**src/ratree_ram.sv**
```systemverilog
// Generic single-write, single-read synchronous RAM with registered read.
// No dependencies.
module ratree_ram #(
	parameter int unsigned WIDTH = 8,
	parameter int unsigned DEPTH = 16
) (
	input  logic                     clk,
	input  logic                     we,
	input  logic [$clog2(DEPTH)-1:0] waddr,
	input  logic [WIDTH-1:0]         wdata,
	input  logic [$clog2(DEPTH)-1:0] raddr,
	output logic [WIDTH-1:0]         rdata
);
	logic [WIDTH-1:0] mem [DEPTH];

	// write and registered read
	always_ff @(posedge clk) begin
		if (we) begin
			mem[waddr] <= wdata;
		end
		rdata <= mem[raddr];
	end
endmodule

```
**config.mk**
```make
export PLATFORM = sky130hd
export DESIGN_NAME = ratree_ram
export DESIGN_NICKNAME = d
export VERILOG_FILES = /design/src/ratree_ram.sv
export SDC_FILE = /design/constraint.sdc
export NUM_CORES = 1
export LEC_CHECK = 0
export BUFFER_PORTS_ARGS = -buffer_cell sky130_fd_sc_hd__buf_2
export CAP_MARGIN = 15
export CORE_MARGIN = 2
export CORE_UTILIZATION = 60
export CTS_CLUSTER_DIAMETER = 120
export DETAILED_ROUTE_END_ITERATION = 12
export PLACE_DENSITY = 0.83
export SLEW_MARGIN = 20
export SYNTH_ARGS = -nofsm -noshare
export SYNTH_HDL_FRONTEND = slang
export SYNTH_SLANG_ARGS = --single-unit
```
**constraint.sdc**
```tcl
create_clock -name clk -period 4.3 [get_ports clk]
set_clock_uncertainty 0.1 [all_clocks]
set_input_delay 0.215 -clock clk [delete_from_list [all_inputs] [get_ports clk]]
set_output_delay 0.215 -clock clk [all_outputs]
set_load 0.02 [all_outputs]
```
# ---- Word-level counts from Yosys, hierarchy flattened
# Memory sizes are Yosys's and may differ from the RTL's. A register that Yosys moved wholly into a read port is not among the register bits.
# Cells that the tools add are included.
dict set report classes {
  n_mux 2
}
# op count
set op_table {}
lappend op_table {{$mux 1} 2}
dict set report totals {
  ramBits 128
  reg_bits 0
  out_inout_bits 8
  n_memories 1
  wordCells 3
  input_bits 18
}
# memory depth word_bits rd rd_ports_with_merged_regs write_ports line
set memory_table {}
lappend memory_table {mem 16 8 1 1 1 14} ;# logic [WIDTH-1:0] mem [DEPTH];

# ---- Logic depth before layout (Yosys ltp)
# Gate-level depths: netlist (run 1).
dict set report logic_depth {
  depth_word 2
  mapped_depth 5
  ltp_nobuf 3
}

# ---- Least setup slack after synthesis (run 1)
# OpenSTA, ideal clock, no wires.
dict set report synth_timing {
  path_type {input to register}
  startpoint {input port waddr[2]}
  endpoint {memory mem[0][0], enable pin}
  path_buffers 0
  setup_time_ps 383
  t_required_ps 3817
  arrival_ps 1325
  stages 2
  slack_ps 2492
  cell_sequence {or3b_2 -> nor3_1}
}
# item line
set synth_lines {}
lappend synth_lines {{start, declared} 9} ;# input logic [$clog2(DEPTH)-1:0] waddr,
lappend synth_lines {{end, declared} 14}
# Straight into the memory's write port.

==> impl_metrics.json, run 1 <==
{
  "internal-power_mw": 2.36,
  "yosysWarnings": 0,
  "cts_tree": "done",
  "first_pass_iters": 5,
  "critPathMaxStageDelay_ns": 0.74,
  "final_cell_mix": "128 x edfxtp_1, 25 x buf_2, 18 x mux4_2",
  "peakVddDrop_mv": 0.342,
  "tns_ns": 0,
  "cp_slowest_cell": "buf_2",
  "final_common_cell": "edfxtp_1",
  "drt-total-wl_um": 10000,
  "drc": 0,
  "viasPerCell": 6.45,
  "routabilityCongestion": 0.728,
  "antenna_found_initial": 0,
  "grt_pass1_vias": 2607,
  "clkTransAtPathRegs_ns": 0.06,
  "switchingPower_mw": 0.640,
  "path_depth": 4,
  "overflow": 0,
  "synth_seq_cells": 136,
  "cts.sinks": 136,
  "port_buffers": 25,
  "max_freq_mhz": 575,
  "clockRootBuffer": "clkbuf_8",
  "start_util_pct": 62.3,
  "crit_family": "buffers and inverters",
  "maxCapViolCount": 0,
  "crit_fanout": 32,
  "grt_pass1_wl_um": 15500,
  "slew_violations": 0,
  "area_delta_synth_final_pct": 16.4,
  "clockPowerShare_pct": 45.5,
  "p_per_area_nw_per_um2": 501,
  "hold_viol_final": 0,
  "die_width_um": 96.6,
  "clk_latency_ns": 0.52,
  "syn_inst": 229,
  "rsz0062_at_grt": "false",
  "whs_path_depth": 2,
  "core_area_sq_um": 8260,
  "fin_nets": 291,
  "ys_seq_area_share_pct": 77.8,
  "cp.arrival_ns": 2.05,
  "vias": 2522,
  "crit_chain": "buf_2 > mux4_1 > a22oi_1 > nand2_1",
  "layout-drive-gt1-share_pct": 28.0,
  "cp_num_buf_inv": 1,
  "numCtsBuffers": 17,
  "setup.worst_path.class": "primary input to flop",
  "die-area_sq_um": 9340,
  "slew_headroom_pct": 33.5,
  "chipHeight_um": 96.6,
  "syn_nets": 247,
  "htreeDepth": 4,
  "dp_hpwl_um": 5820,
  "antenna_cells": 0,
  "seqPwrFrac_pct": 49.7,
  "endpoint_kind": "flop",
  "grt_use_total_pct": 23.2,
  "synth.cell_area_sq_um": 5150,
  "fin_crit_sh_pct": 40.4,
  "finalSetupViolCount": 0,
  "cts_buffer_depth": 2,
  "r2r_cells": 3,
  "dp.cells": 351,
  "switching_share_pct": 21.3,
  "start_kind": "primary input",
  "grt_max_degree": 33,
  "p_leak_nw": 2.00,
  "status": "completed",
  "ios": 26,
  "period_needed_ns": 1.74,
  "yosysUniqueCellTypes": 19,
  "antenna_left": 0,
  "layoutNonFillerInstCount": 391,
  "tightest_slew_ns": 0.997,
  "post_drt_wl_per_cell_um": 25.7,
  "rows": 33,
  "required_ns": 4.61,
  "hp-class": "primary input to flop",
  "cts_resized": 0,
  "drt_iter0_drc": 192,
  "p_comb_share_pct": 4.9,
  "avgSynthCellArea_sq_um": 22.5
}
kinds of logic (layout without fill, tap and decap cells):
group / count (synthesis) / after routing / share of synthesized area, %
compound gates: 16 / 16 / 2.33
buf+inv: 10 / 67 / 1.68
flops: 136 / 136 / 77.8
mux: 32 / 32 / 15.0
simple gates: 35 / 35 / 3.18
worst reg2reg max path: cells and delay by family, from the launching register on:
family           cells  cell delay (ns)
multiplexers         1             0.53
flip-flops           1             0.39
AND/OR/NAND/NOR      1             0.09
AO/OA/AOI/OAI        1             0.29
flip-flops by register name, indices dropped and copies added, names as in the netlist:
signal  cells
rdata       8
mem       128
cell usage after synthesis:
cell             number  area, sq um
and2_1                1         6.26
buf_4                 1         7.51
nand3_1               1         5.00
nor2b_1               1         6.26
buf_2                 3         15.0
nor2_1               13         48.8
edfxtp_1            128         3840
and2b_1               1         7.51
nor3_1                4         20.0
a22oi_1              16          120
nand2b_1              2         12.5
nand3b_1              2         15.0
mux4_1               14          368
mux4_2               18          405
dfxtp_1               8          160
or3b_2                1         8.76
clkdlybuf4s25_2       3         30.0
nand2_1               9         33.8
buf_6                 3         33.8
power by group through the flow:
| stage | sequential, mW | clock (mW) | combinational (mW) |
|---|---|---|---|
| floorplan | 1.53 | 0 | 0.0752 |
| global placement | 1.52 | 0 | 0.134 |
| detailed placement | 1.52 | 0 | 0.138 |
| CTS | 1.49 | 1.37 | 0.147 |
| global route | 1.49 | 1.43 | 0.156 |
| finish | 1.49 | 1.37 | 0.146 |
metrics by stage:
stage | utilization [%] | worst slack [ns] | cell area (sq um) | power, mW | hold WS, ns
after floorplan | - | 2.49 | 5150 | 1.60 | 0.214
after global placement | 64.6 | 2.00 | 5340 | 1.65 | 0.494
after detailed placement | 64.7 | 2.00 | 5340 | 1.66 | 0.512
after CTS | 72.6 | 2.51 | 5990 | 3.01 | 0.0900
after global routing | 72.6 | 2.44 | 5990 | 3.08 | 0.110
final | 72.6 | 2.56 | 5990 | 3.00 | 0.0950
area by class of cell:
cell class / instances / area (sq um)
Sequential cell: 136 / 4000
Tap cell: 105 / 131
Fill cell: 481 / 2270
Clock buffer: 17 / 414
Clock inverter: 15 / 155
Multi-Input combinational cell: 83 / 1070
Timing Repair Buffer: 35 / 220
what timing repair did:
action                    CTS  global route
hold endpoints to repair  128             0
hold buffers                8             0
buffers inserted            0             0
final timing paths:
path	from	endpoint	slack (ns)
max	raddr[0]	rdata[1]$_DFF_P_	2.56
min	waddr[1]	mem[0][4]$_DFFE_PP_	0.09
max reg2reg	mem[2][3]$_DFFE_PP_	rdata[3]$_DFF_P_	2.79
min reg2reg	mem[12][1]$_DFFE_PP_	rdata[1]$_DFF_P_	0.57
metal layers:
layer  global-route usage, %  part of all wire (%)
met5                       0                     0
met4                    11.6                   2.4
met3                    6.07                   8.8
met2                    34.6                    50
met1                    32.3                    39
Power figures use the tool's default switching activity.
==> run 2, diff against run 1 <==
==> constraint.sdc (replaced) <==
create_clock -name clk -period 1.7 [get_ports clk]
set_clock_uncertainty 0.1 [all_clocks]
set_input_delay 0.085 -clock clk [delete_from_list [all_inputs] [get_ports clk]]
set_output_delay 0.085 -clock clk [all_outputs]
set_load 0.02 [all_outputs]
==> impl_metrics.json, run 2 (same netlist as run 1, synthesis figures left out) <==
{
  "top_regs": "mem x128, rdata x8",
  "viasPerCell": 6.23,
  "die_width_um": 96.6,
  "post_drt_wl_per_cell_um": 24.5,
  "layout-drive-gt1-share_pct": 32.9,
  "worstHoldStart": "waddr[1]",
  "endpoint_kind": "flop",
  "clk_latency_ns": 0.53,
  "tns_ns": 0,
  "final_common_cell": "edfxtp_1",
  "status": "completed",
  "critPathMaxStageDelay_ns": 0.52,
  "busiest_layer": "met2",
  "critPathLaunch": "mem[2][3]$_DFFE_PP_",
  "dp_hpwl_um": 6230,
  "grt_max_degree": 24,
  "fin_crit_sh_pct": 87.4,
  "hp-class": "primary input to flop",
  "period_needed_ns": 1.49,
  "final_cell_mix": "128 x edfxtp_1, 26 x buf_4, 25 x buf_2",
  "required_ns": 2.01,
  "drt-total-wl_um": 10200,
  "cp_slowest_cell": "mux4_1",
  "cts_tree": "done",
  "grt_pass1_vias": 2712,
  "setup.worst_path.class": "flop to flop",
  "fin_nets": 318,
  "crit_family": "multiplexers",
  "die-area_sq_um": 9340,
  "ios": 26,
  "numCtsBuffers": 17,
  "area_delta_synth_final_pct": 20.2,
  "grt_pass1_wl_um": 16000,
  "clockRootBuffer": "clkbuf_8",
  "p_total_mw": 7.50,
  "crit_fanout": 1,
  "hold_viol_final": 0,
  "cp.arrival_ns": 1.79,
  "use_met1_pct": 31.1,
  "maxCapViolCount": 0,
  "start_util_pct": 62.3,
  "htreeDepth": 4,
  "port_buffers": 25,
  "slew_violations": 0,
  "antenna_cells": 0,
  "cts_buffer_depth": 2,
  "drc": 0,
  "post_cts_buffers": 0,
  "start_kind": "flop",
  "overflow": 0,
  "grt_use_total_pct": 23.9,
  "r2r-start": "mem[2][3]$_DFFE_PP_",
  "peakVddDrop_mv": 0.835,
  "core_area_sq_um": 8260,
  "vias": 2606,
  "first_pass_iters": 4,
  "antenna_left": 0,
  "max_freq_mhz": 673,
  "largest_reg_flops": 128,
  "use_met2_pct": 38.3,
  "antenna_found_initial": 0,
  "grtUsageMet3_pct": 7.44,
  "cts_resized": 0,
  "hold_slack_ns": 0.0229,
  "cts.sinks": 136,
  "crit_chain": "mux4_1 > a22oi_1 > nand2_1",
  "clkTransAtPathRegs_ns": 0.06,
  "p_leak_nw": 2.15,
  "p_per_area_nw_per_um2": 1210,
  "cp_num_buf_inv": 0,
  "routabilityCongestion": 0.783,
  "chipHeight_um": 96.6,
  "drt_iter0_drc": 295,
  "slew_headroom_pct": 73.2,
  "rsz0062_at_grt": "false",
  "finalSetupViolCount": 0,
  "holdBufCountCts": 9,
  "tightest_slew_ns": 0.401,
  "rows": 33,
  "regMostFlops": "mem"
}
[run 2: cell types whose count changed in the layout (fill, tap and decap cells not counted)]
cell           previous run  this run
buf_12                    0         2
buf_4                     2        26
bufinv_16                 2         0
clkbuf_1                  0         1
clkinv_2                  3         0
clkinvlp_4                6         2
dlygate4sd3_1             8         9
inv_6                     1         6
inv_8                     0         3
nor3_1                    2         4
nor3_2                    2         0
[run 2: routing by layer]
metal  routed length [um]  share of wire, %
met5                    0                 0
met4                  121               1.2
met3                  845               8.3
met2                 5190                51
met1                 4080                40
[run 2: worst min-delay path: cells and delay by family]
family | cells | cell delay, ns
and+or+nand+nor | 1 | 0.09
buffers and inverters | 2 | 0.31
[run 2: path summary, 6_finish.rpt]
check	endpoint	depth (start not counted)	slack, ns
hold reg to reg	rdata[5]$_DFF_P_	3	0.57
setup / recovery	rdata[3]$_DFF_P_	3	0.21
setup reg to reg	rdata[3]$_DFF_P_	3	0.21
hold / removal	mem[4][5]$_DFFE_PP_	3	0.02
[run 2: final cells by class]
cell class / count / area (sq um)
Tap cell: 105 / 131
Clock inverter: 14 / 128
Sequential cell: 136 / 4000
Clock buffer: 18 / 418
Fill cell: 428 / 2070
Timing Repair Buffer: 62 / 450
Multi-Input combinational cell: 83 / 1060
[run 2: per-stage QoR]
step / cells / utilization [%] / setup slack [ns] / cell area (sq um)
finish: 418 / 74.9 / 0.214 / 6190
global route: 418 / 74.9 / 0.160 / 6190
CTS: 418 / 74.9 / 0.212 / 6190
detailed placement: 377 / 67.2 / 0.114 / 5550
global placement: 377 / 67.2 / 0.152 / 5550
floorplan: 229 / - / 0.0221 / 5150
[run 2: where the power goes]
| part | total [mW] | switching [mW] | internal, mW | leakage, nW |
|---|---|---|---|---|
| registers | 3.77 | 0.0249 | 3.75 | 1.22 |
| logic | 0.397 | 0.225 | 0.172 | 0.665 |
| clock network | 3.33 | 1.48 | 1.85 | 0.264 |
